**src/hw/rtl/mst_pkg.sv**
```systemverilog
`default_nettype none

package mst_pkg;

    // Field widths.
    localparam int KNOT_W  = 24;
    localparam int CNT_W   = 6;
    localparam int SLOPE_W = 32;
    localparam int IDX_W   = 5;

    // Largest curve that the block accepts.
    localparam int MAX_KNOTS = 32;

    // Internal arithmetic widths.
    // A knot difference spans 25 bits; times at most 31 it stays below 2^29.
    localparam int DIFF_W = KNOT_W + 1;
    localparam int SEC_W  = 31;
    localparam int MAG_W  = SEC_W - 1;
    localparam int SUM_W  = MAG_W + 1;
    localparam int PROD_W = 2 * MAG_W;
    localparam int NUM_W  = PROD_W + 2;
    localparam int QUO_W  = 32;

endpackage

`default_nettype wire

```
**src/hw/rtl/mst_sermul.sv**
```systemverilog
`default_nettype none

// Bit-serial shift-add multiplier: one multiplier bit per cycle.
module mst_sermul (
    input  wire logic                          clk,
    input  wire logic                          rst_n,
    input  wire logic                          start,
    input  wire logic [mst_pkg::MAG_W-1:0]     op_a,
    input  wire logic [mst_pkg::MAG_W-1:0]     op_b,
    output logic                               done,
    output logic      [mst_pkg::PROD_W-1:0]    prod
);

    localparam int W     = mst_pkg::MAG_W;
    localparam int CNT_B = $clog2(W);

    logic             busy_reg;
    logic             done_reg;
    logic [CNT_B-1:0] cnt_reg;
    logic [W-1:0]     acc_reg;
    logic [W-1:0]     mpl_reg;
    logic [W-1:0]     mcand_reg;
    logic [W:0]       sum_next;

    // Partial sum of the upper half with the multiplicand when the low bit is set.
    assign sum_next = {1'b0, acc_reg} + (mpl_reg[0] ? {1'b0, mcand_reg} : {(W+1){1'b0}});

    // Control counter and done pulse.
    always_ff @(posedge clk or negedge rst_n)
    begin
        if (!rst_n)
        begin
            busy_reg <= 1'b0;
            done_reg <= 1'b0;
            cnt_reg  <= '0;
        end
        else
        begin
            done_reg <= 1'b0;
            if (start)
            begin
                busy_reg <= 1'b1;
                cnt_reg  <= '0;
            end
            else if (busy_reg)
            begin
                cnt_reg <= cnt_reg + 1'b1;
                if (cnt_reg == CNT_B'(W - 1))
                begin
                    busy_reg <= 1'b0;
                    done_reg <= 1'b1;
                end
            end
        end
    end

    // Product shift register: the product shifts right one bit a cycle.
    always_ff @(posedge clk)
    begin
        if (start)
        begin
            acc_reg   <= '0;
            mpl_reg   <= op_a;
            mcand_reg <= op_b;
        end
        else if (busy_reg)
        begin
            acc_reg <= sum_next[W:1];
            mpl_reg <= {sum_next[0], mpl_reg[W-1:1]};
        end
    end

    assign done = done_reg;
    assign prod = {acc_reg, mpl_reg};

endmodule

`default_nettype wire

```
**src/hw/rtl/mst_serdiv.sv**
```systemverilog
`default_nettype none

// Restoring divider: one quotient bit per cycle. The caller guarantees that
// the quotient fits in QUO_W bits, so the upper numerator bits start as remainder.
module mst_serdiv (
    input  wire logic                          clk,
    input  wire logic                          rst_n,
    input  wire logic                          start,
    input  wire logic [mst_pkg::NUM_W-1:0]     numer,
    input  wire logic [mst_pkg::SUM_W-1:0]     denom,
    output logic                               done,
    output logic      [mst_pkg::QUO_W-1:0]     quot
);

    localparam int QW    = mst_pkg::QUO_W;
    localparam int DW    = mst_pkg::SUM_W;
    localparam int HW    = mst_pkg::NUM_W - QW;
    localparam int CNT_B = $clog2(QW);

    logic             busy_reg;
    logic             done_reg;
    logic [CNT_B-1:0] cnt_reg;
    logic [DW-1:0]    rem_reg;
    logic [DW-1:0]    den_reg;
    logic [QW-1:0]    sh_reg;
    logic [DW:0]      trial;
    logic [DW:0]      diff;
    logic             fits;

    // One trial subtraction per cycle.
    assign trial = {rem_reg, sh_reg[QW-1]};
    assign diff  = trial - {1'b0, den_reg};
    assign fits  = (trial >= {1'b0, den_reg});

    // Control counter and done pulse.
    always_ff @(posedge clk or negedge rst_n)
    begin
        if (!rst_n)
        begin
            busy_reg <= 1'b0;
            done_reg <= 1'b0;
            cnt_reg  <= '0;
        end
        else
        begin
            done_reg <= 1'b0;
            if (start)
            begin
                busy_reg <= 1'b1;
                cnt_reg  <= '0;
            end
            else if (busy_reg)
            begin
                cnt_reg <= cnt_reg + 1'b1;
                if (cnt_reg == CNT_B'(QW - 1))
                begin
                    busy_reg <= 1'b0;
                    done_reg <= 1'b1;
                end
            end
        end
    end

    // Remainder and the shared numerator/quotient shift register.
    always_ff @(posedge clk)
    begin
        if (start)
        begin
            rem_reg <= {{(DW-HW){1'b0}}, numer[mst_pkg::NUM_W-1:QW]};
            sh_reg  <= numer[QW-1:0];
            den_reg <= denom;
        end
        else if (busy_reg)
        begin
            rem_reg <= fits ? diff[DW-1:0] : trial[DW-1:0];
            sh_reg  <= {sh_reg[QW-2:0], fits};
        end
    end

    assign done = done_reg;
    assign quot = sh_reg;

endmodule

`default_nettype wire

```
**src/hw/rtl/monotone_spline_tangents_unit.sv**
```systemverilog
// An end-knot tangent reaches the output register through ST_SEC, ST_PREP and ST_EMIT1,
// or ST_EMIT2 for the knot that closes the curve; a harmonic-mean tangent also passes
// through the bit-serial multiplier and the bit-serial divider of the harmonic mean.
// One knot at a time: a new knot is taken only back in ST_IDLE, a bad count goes
// straight to ST_EMIT1, and a curve's first knot is only stored.
// Reset (rst_n, asynchronous, active low): knot count 32, curve restarts at knot 0.
`default_nettype none

module monotone_spline_tangents_unit (
    input  wire logic                              clk,
    input  wire logic                              rst_n,
    // Configuration write channel.
    input  wire logic                              cfg_valid,
    output logic                                   cfg_ready,
    input  wire logic        [mst_pkg::CNT_W-1:0]  knot_count,
    // Knot input channel.
    input  wire logic                              in_valid,
    output logic                                   in_ready,
    input  wire logic signed [mst_pkg::KNOT_W-1:0] tone_value,
    // Tangent output channel.
    output logic                                   out_valid,
    input  wire logic                              out_ready,
    output logic signed [mst_pkg::SLOPE_W-1:0]     slope_value,
    output logic        [mst_pkg::IDX_W-1:0]       knot_index,
    output logic                                   count_bad,
    output logic                                   last
);

    localparam int KW = mst_pkg::KNOT_W;
    localparam int CW = mst_pkg::CNT_W;
    localparam int SW = mst_pkg::SEC_W;
    localparam int MW = mst_pkg::MAG_W;
    localparam int OW = mst_pkg::SLOPE_W;
    localparam int IW = mst_pkg::IDX_W;
    localparam int QW = mst_pkg::QUO_W;

    typedef enum logic [2:0] {
        ST_IDLE,
        ST_SEC,
        ST_PREP,
        ST_MUL,
        ST_DIV,
        ST_EMIT1,
        ST_EMIT2
    } state_t;

    state_t                 state_reg;
    logic [CW-1:0]          count_reg;
    logic [CW-1:0]          pos_reg;
    logic signed [KW-1:0]   prev_knot_reg;
    logic signed [KW-1:0]   x_reg;
    logic signed [SW-1:0]   prev_sec_reg;
    logic signed [SW-1:0]   sec_reg;
    logic [mst_pkg::SUM_W-1:0] sum_reg;
    logic                   neg_reg;
    logic                   two_reg;

    // Pending results.
    logic [OW-1:0]          r1_slope_reg;
    logic [IW-1:0]          r1_idx_reg;
    logic                   r1_bad_reg;
    logic                   r1_last_reg;
    logic [OW-1:0]          r2_slope_reg;
    logic [IW-1:0]          r2_idx_reg;

    // Output register.
    logic                   out_valid_reg;
    logic [OW-1:0]          slope_reg;
    logic [IW-1:0]          idx_reg;
    logic                   bad_reg;
    logic                   last_reg;

    // Serial unit connections.
    logic                       mul_start;
    logic                       mul_done;
    logic [mst_pkg::PROD_W-1:0] prod;
    logic                       div_start;
    logic                       div_done;
    logic [QW-1:0]              quot;
    logic [mst_pkg::NUM_W-1:0]  numer;

    logic                   in_acc;
    logic                   out_free;
    logic                   out_load;
    logic                   bad_count;
    logic [CW-1:0]          cnt_m1;
    logic signed [mst_pkg::DIFF_W-1:0]      diff;
    logic signed [mst_pkg::DIFF_W+CW:0]     sec_full;
    logic signed [SW-1:0]   sec_next;
    logic                   final_knot;
    logic                   no_mean;
    logic [SW-1:0]          abs_a;
    logic [SW-1:0]          abs_b;
    logic [MW-1:0]          mag_a;
    logic [MW-1:0]          mag_b;
    logic [mst_pkg::SUM_W-1:0] sum_next;
    logic [OW-1:0]          sec_slope;
    logic [QW-1:0]          q_clamp;
    logic [OW-1:0]          mean_slope;

    // Register writes are taken between knots; a pending write holds off the next knot.
    assign cfg_ready = (state_reg == ST_IDLE);
    assign in_ready  = (state_reg == ST_IDLE) && !cfg_valid;
    assign in_acc    = in_valid && in_ready;
    assign out_free  = !out_valid_reg || out_ready;
    assign out_load  = out_free && ((state_reg == ST_EMIT1) || (state_reg == ST_EMIT2));

    // Count check.
    assign bad_count = (count_reg < CW'(2)) || (count_reg > CW'(mst_pkg::MAX_KNOTS));
    assign cnt_m1    = count_reg - 1'b1;

    // Secant: knot difference times (count - 1), exact in SEC_W bits.
    assign diff     = {x_reg[KW-1], x_reg} - {prev_knot_reg[KW-1], prev_knot_reg};
    assign sec_full = diff * $signed({1'b0, cnt_m1});
    assign sec_next = sec_full[SW-1:0];

    // Tangent selection for the knot before the current one.
    assign final_knot = (pos_reg >= cnt_m1);
    assign no_mean    = (prev_sec_reg == '0) || (sec_reg == '0)
                        || (prev_sec_reg[SW-1] != sec_reg[SW-1]);
    assign abs_a      = prev_sec_reg[SW-1] ? (-prev_sec_reg) : prev_sec_reg;
    assign abs_b      = sec_reg[SW-1] ? (-sec_reg) : sec_reg;
    assign mag_a      = abs_a[MW-1:0];
    assign mag_b      = abs_b[MW-1:0];
    assign sum_next   = {1'b0, mag_a} + {1'b0, mag_b};
    assign sec_slope  = {{(OW-SW){sec_reg[SW-1]}}, sec_reg};

    // Harmonic mean: round(2ab / (a+b)) with half the divisor added before dividing.
    assign mul_start = (state_reg == ST_PREP) && (pos_reg != CW'(1)) && !no_mean;
    assign div_start = (state_reg == ST_MUL) && mul_done;
    assign numer     = {1'b0, prod, 1'b0}
                       + {{(mst_pkg::NUM_W-mst_pkg::SUM_W+1){1'b0}},
                          sum_reg[mst_pkg::SUM_W-1:1]};

    // Clamp the magnitude to 2^31, then apply the sign and saturate.
    assign q_clamp    = (quot > {1'b1, {(QW-1){1'b0}}}) ? {1'b1, {(QW-1){1'b0}}} : quot;
    assign mean_slope = neg_reg ? (-q_clamp)
                        : (q_clamp[QW-1] ? {1'b0, {(OW-1){1'b1}}} : q_clamp);

    mst_sermul u_mul (
        .clk   (clk),
        .rst_n (rst_n),
        .start (mul_start),
        .op_a  (mag_a),
        .op_b  (mag_b),
        .done  (mul_done),
        .prod  (prod)
    );

    mst_serdiv u_div (
        .clk   (clk),
        .rst_n (rst_n),
        .start (div_start),
        .numer (numer),
        .denom (sum_reg),
        .done  (div_done),
        .quot  (quot)
    );

    // Sequencer, curve state and output register.
    always_ff @(posedge clk or negedge rst_n)
    begin
        if (!rst_n)
        begin
            state_reg     <= ST_IDLE;
            count_reg     <= CW'(mst_pkg::MAX_KNOTS);
            pos_reg       <= '0;
            prev_knot_reg <= '0;
            prev_sec_reg  <= '0;
            out_valid_reg <= 1'b0;
        end
        else
        begin
            // The output register fills from a pending result and empties when its
            // transaction completes.
            if (out_load)
            begin
                out_valid_reg <= 1'b1;
            end
            else if (out_valid_reg && out_ready)
            begin
                out_valid_reg <= 1'b0;
            end

            case (state_reg)
                ST_IDLE:
                begin
                    // A configuration write restarts the curve.
                    if (cfg_valid && cfg_ready)
                    begin
                        count_reg <= knot_count;
                        pos_reg   <= '0;
                    end
                    else if (in_acc)
                    begin
                        x_reg <= tone_value;
                        if (bad_count)
                        begin
                            r1_slope_reg <= '0;
                            r1_idx_reg   <= '0;
                            r1_bad_reg   <= 1'b1;
                            r1_last_reg  <= 1'b1;
                            two_reg      <= 1'b0;
                            pos_reg      <= '0;
                            state_reg    <= ST_EMIT1;
                        end
                        else if (pos_reg == '0)
                        begin
                            prev_knot_reg <= tone_value;
                            pos_reg       <= CW'(1);
                        end
                        else
                        begin
                            state_reg <= ST_SEC;
                        end
                    end
                end

                ST_SEC:
                begin
                    sec_reg   <= sec_next;
                    state_reg <= ST_PREP;
                end

                ST_PREP:
                begin
                    r1_bad_reg    <= 1'b0;
                    r1_last_reg   <= 1'b0;
                    r2_slope_reg  <= sec_slope;
                    r2_idx_reg    <= pos_reg[IW-1:0];
                    two_reg       <= final_knot;
                    sum_reg       <= sum_next;
                    neg_reg       <= sec_reg[SW-1];
                    prev_knot_reg <= x_reg;
                    prev_sec_reg  <= sec_reg;
                    pos_reg       <= final_knot ? '0 : (pos_reg + 1'b1);
                    if (pos_reg == CW'(1))
                    begin
                        r1_slope_reg <= sec_slope;
                        r1_idx_reg   <= '0;
                        state_reg    <= ST_EMIT1;
                    end
                    else
                    begin
                        r1_idx_reg <= pos_reg[IW-1:0] - 1'b1;
                        if (no_mean)
                        begin
                            r1_slope_reg <= '0;
                            state_reg    <= ST_EMIT1;
                        end
                        else
                        begin
                            state_reg <= ST_MUL;
                        end
                    end
                end

                ST_MUL:
                begin
                    if (mul_done)
                    begin
                        state_reg <= ST_DIV;
                    end
                end

                ST_DIV:
                begin
                    if (div_done)
                    begin
                        r1_slope_reg <= mean_slope;
                        state_reg    <= ST_EMIT1;
                    end
                end

                ST_EMIT1:
                begin
                    if (out_free)
                    begin
                        slope_reg     <= r1_slope_reg;
                        idx_reg       <= r1_idx_reg;
                        bad_reg       <= r1_bad_reg;
                        last_reg      <= r1_last_reg;
                        state_reg     <= two_reg ? ST_EMIT2 : ST_IDLE;
                    end
                end

                ST_EMIT2:
                begin
                    if (out_free)
                    begin
                        slope_reg     <= r2_slope_reg;
                        idx_reg       <= r2_idx_reg;
                        bad_reg       <= 1'b0;
                        last_reg      <= 1'b1;
                        state_reg     <= ST_IDLE;
                    end
                end

                default:
                begin
                    state_reg <= ST_IDLE;
                end
            endcase
        end
    end

    assign out_valid   = out_valid_reg;
    assign slope_value = slope_reg;
    assign knot_index  = idx_reg;
    assign count_bad   = bad_reg;
    assign last        = last_reg;

endmodule

`default_nettype wire

```
**config.mk**
```make
export PLATFORM = sky130hd
export DESIGN_NAME = monotone_spline_tangents_unit
export DESIGN_NICKNAME = d
export VERILOG_FILES = /design/src/hw/rtl/mst_pkg.sv /design/src/hw/rtl/mst_sermul.sv /design/src/hw/rtl/mst_serdiv.sv /design/src/hw/rtl/monotone_spline_tangents_unit.sv
export SDC_FILE = /design/constraint.sdc
export NUM_CORES = 1
export LEC_CHECK = 0
export BUFFER_PORTS_ARGS = -buffer_cell sky130_fd_sc_hd__buf_4
export CAP_MARGIN = 30
export CORE_MARGIN = 1.5
export CORE_UTILIZATION = 69
export DETAILED_ROUTE_END_ITERATION = 8
export MAX_ROUTING_LAYER = met4
export PLACE_DENSITY = 0.87
export SYNTH_ARGS = -nofsm -noshare
export SYNTH_HDL_FRONTEND = slang
export SYNTH_SLANG_ARGS = --single-unit
```
**constraint.sdc**
```tcl
create_clock -name clk -period 16.3 [get_ports clk]
set_input_delay 2.445 -clock clk [delete_from_list [all_inputs] [get_ports clk]]
set_output_delay 2.445 -clock clk [all_outputs]
set_load 0.1 [all_outputs]
```
==> results.yml <==
placed_design:
  port_buffers: 76
  hpwl_um: 68890
  place_congestion: 0.9851
routing:
  firstDrtPassIters: 7
  vias_per_cell: 6.550
  drt-wirelength-per-cell_um: 22.23
  drc: 0
  routed_wl_um: 92650
  vias: 27293
  drt_iter0_drc: 2726
  ant_nets: 0
clock_tree:
  path_clk_slew_ps: 60
  post_cts_buffers: 0
  cts_max_path_buffers: 3
  cts-htree-levels: 2
  cts_tree: "done"
  cts_inserted_buffers: 51
  cts.sink_count: 469
  cts_resized: 0
  cts_hold_buffers: 0
  clock_latency_ps: 620
  clockRootBuffer: "clkbuf_16"
floorplan:
  start_util_pct: 69.97
  dieArea_um2: 49850
  coreArea_um2: 47850
  num_rows: 80
  io-pin-count: 77
  dieHeight_um: 223.3
  die_x_um: 223.3
synth:
  seq_area_frac_synth_pct: 39.87
  ys_ff_latch: 469
  ys_top_cells_by_area: "edfxtp_1 (32%), ha_1 (8.3%), fa_1 (6.3%)"
  ys.warnings.count: 0
  netlist.area_leader.share_pct: 31.66
  synth-edff-count: 353
  synth_cell_types: 88
  syn-num-nets: 3840
  synth_area_um2: 33480
  synth_top_cell_by_area: "edfxtp_1"
  syn_inst: 3476
  async_flop_share_pct: 18.12
  synthFlopType: "edfxtp_1"
  syn_avg_cell_area_um2: 9.631
critical_path:
  cpMaxStageDelayCell: "fa_1"
  critPathLaunch: "x_reg[0]"
  path_max_fanout: 6
  worstPathRequired_ps: 16630
  crit_buf_inv: 4
  reg2reg_from: "x_reg[0]"
  cpPeakStageDelay_ps: 550
  timing.critical_path.mode_cell: "fa_1"
  path_delay_family: "adder cells"
  endpoint_kind: "register"
  worstSetupStartpointType: "register"
  critPathArrivalTime_ps: 8350
  path_class: "reg -> reg"
timing:
  fin_crit_ps: 8021
  rsz0062_at_grt: "no"
  maxSlewHeadroom_pct: 30.14
  period_share_pct: 49.21
  hold_viol: 0
  fin_tns_setup_ps: 0
  worst_slew_pin_slew_ps: 1035
  timing.fmax_mhz: 124.7
  setup_viol: 0
  drv_slew: 0
  fin_worst_skew_ps: 34.77
grt:
  grt_max_degree: 95
  grt_pass1_vias: 26501
  grt_pass1_wl_um: 144200
  grt-ovfl-total: 0
  track_usage_pct: 38.25
  antenna_found_initial: 2
cells_and_area:
  layout_common_cells: "nand2_1 (366), nor2_1 (365), edfxtp_1 (353)"
  drive_gt1_share_pct: 8.958
  layout.nets: 3871
  layout_commonest_cell: "nand2_1"
  area_delta_synth_final_pct: 8.667
  fillCellCount: 3304
min_path:
  min_path_type: "reg -> reg"
  hold_start: "sum_reg[0]"
run:
  maxCapViolCount: 0
run_status:
  outcome: "complete, no violations"
worst paths after layout:
path                                         end  slack (ps)  depth (start not counted)
worst max-delay path                 sec_reg[29]        8280                         26
worst min-delay path            u_div.den_reg[0]         440                          0
worst max register to register       sec_reg[29]        8280                         26
worst min register to register  u_div.den_reg[0]         440                          0
max in group asynchronous        prev_sec_reg[5]       13290                          2
min in group asynchronous              out_valid        1870                          1
cells in the mapped netlist (44+ instances only):
library cell and count:
a211oi_1 56, a21o_1 75, a21oi_1 177, a31oi_1 63
and2_1 48, clkbuf_1 111, dfrtp_1 84, edfxtp_1 353
fa_1 106, ha_1 223, inv_1 238, mux2_2 44
nand2_1 367, nand2b_1 51, nand3_1 54, nor2_1 367
nor3_1 60, o21ai_0 216, xnor2_1 147, xor2_1 75
final cells by class:
class	count	area, um^2	area share, %
well taps	615	769.5	2.115
clock inverters	31	316.6	0.8701
inverters	243	914.6	2.514
flip-flops and latches	469	13350	36.69
multi-input cells	2633	18780	51.63
clock buffers	65	1390	3.821
diodes	2	5.005	0.01376
repair buffers	109	850.8	2.339
cells by family after synthesis:
logic type                 share of synthesized area [%]
buffers and inverters                              4.283
DFF                                                39.87
AOI/OAI and AO/OA                                  16.13
and+or+nand+nor                                    16.11
muxes                                              3.124
xor gates and xnor gates                           5.808
adders and majority gates                          14.67
through the flow:
stage | utilization (%) | instance area, um^2 | hold WS, ps | std cells | setup WS [ps]
finish | 76.04 | 36380 | 441.7 | 4167 | 8279
detailed placement | 72.40 | 34640 | 428.1 | 4068 | 8500
CTS | 75.97 | 36350 | 440.7 | 4164 | 8418
global route | 76.04 | 36380 | 450.3 | 4167 | 7971
floorplan | - | 33480 | 400.3 | 3476 | 8483
global placement | 72.36 | 34620 | 443.8 | 4067 | 8762
routing by layer:
layer	track usage, %	up-vias	share of wire (%)
met5	-	-	0
met4	15.48	0	4.3
met3	5.689	235	8.8
met2	62.77	1283	48
met1	47.91	13244	39
li1	-	12531	-
Power is not shown: default switching activity piles up to over one toggle a cycle in this logic, so the estimate is an artifact.
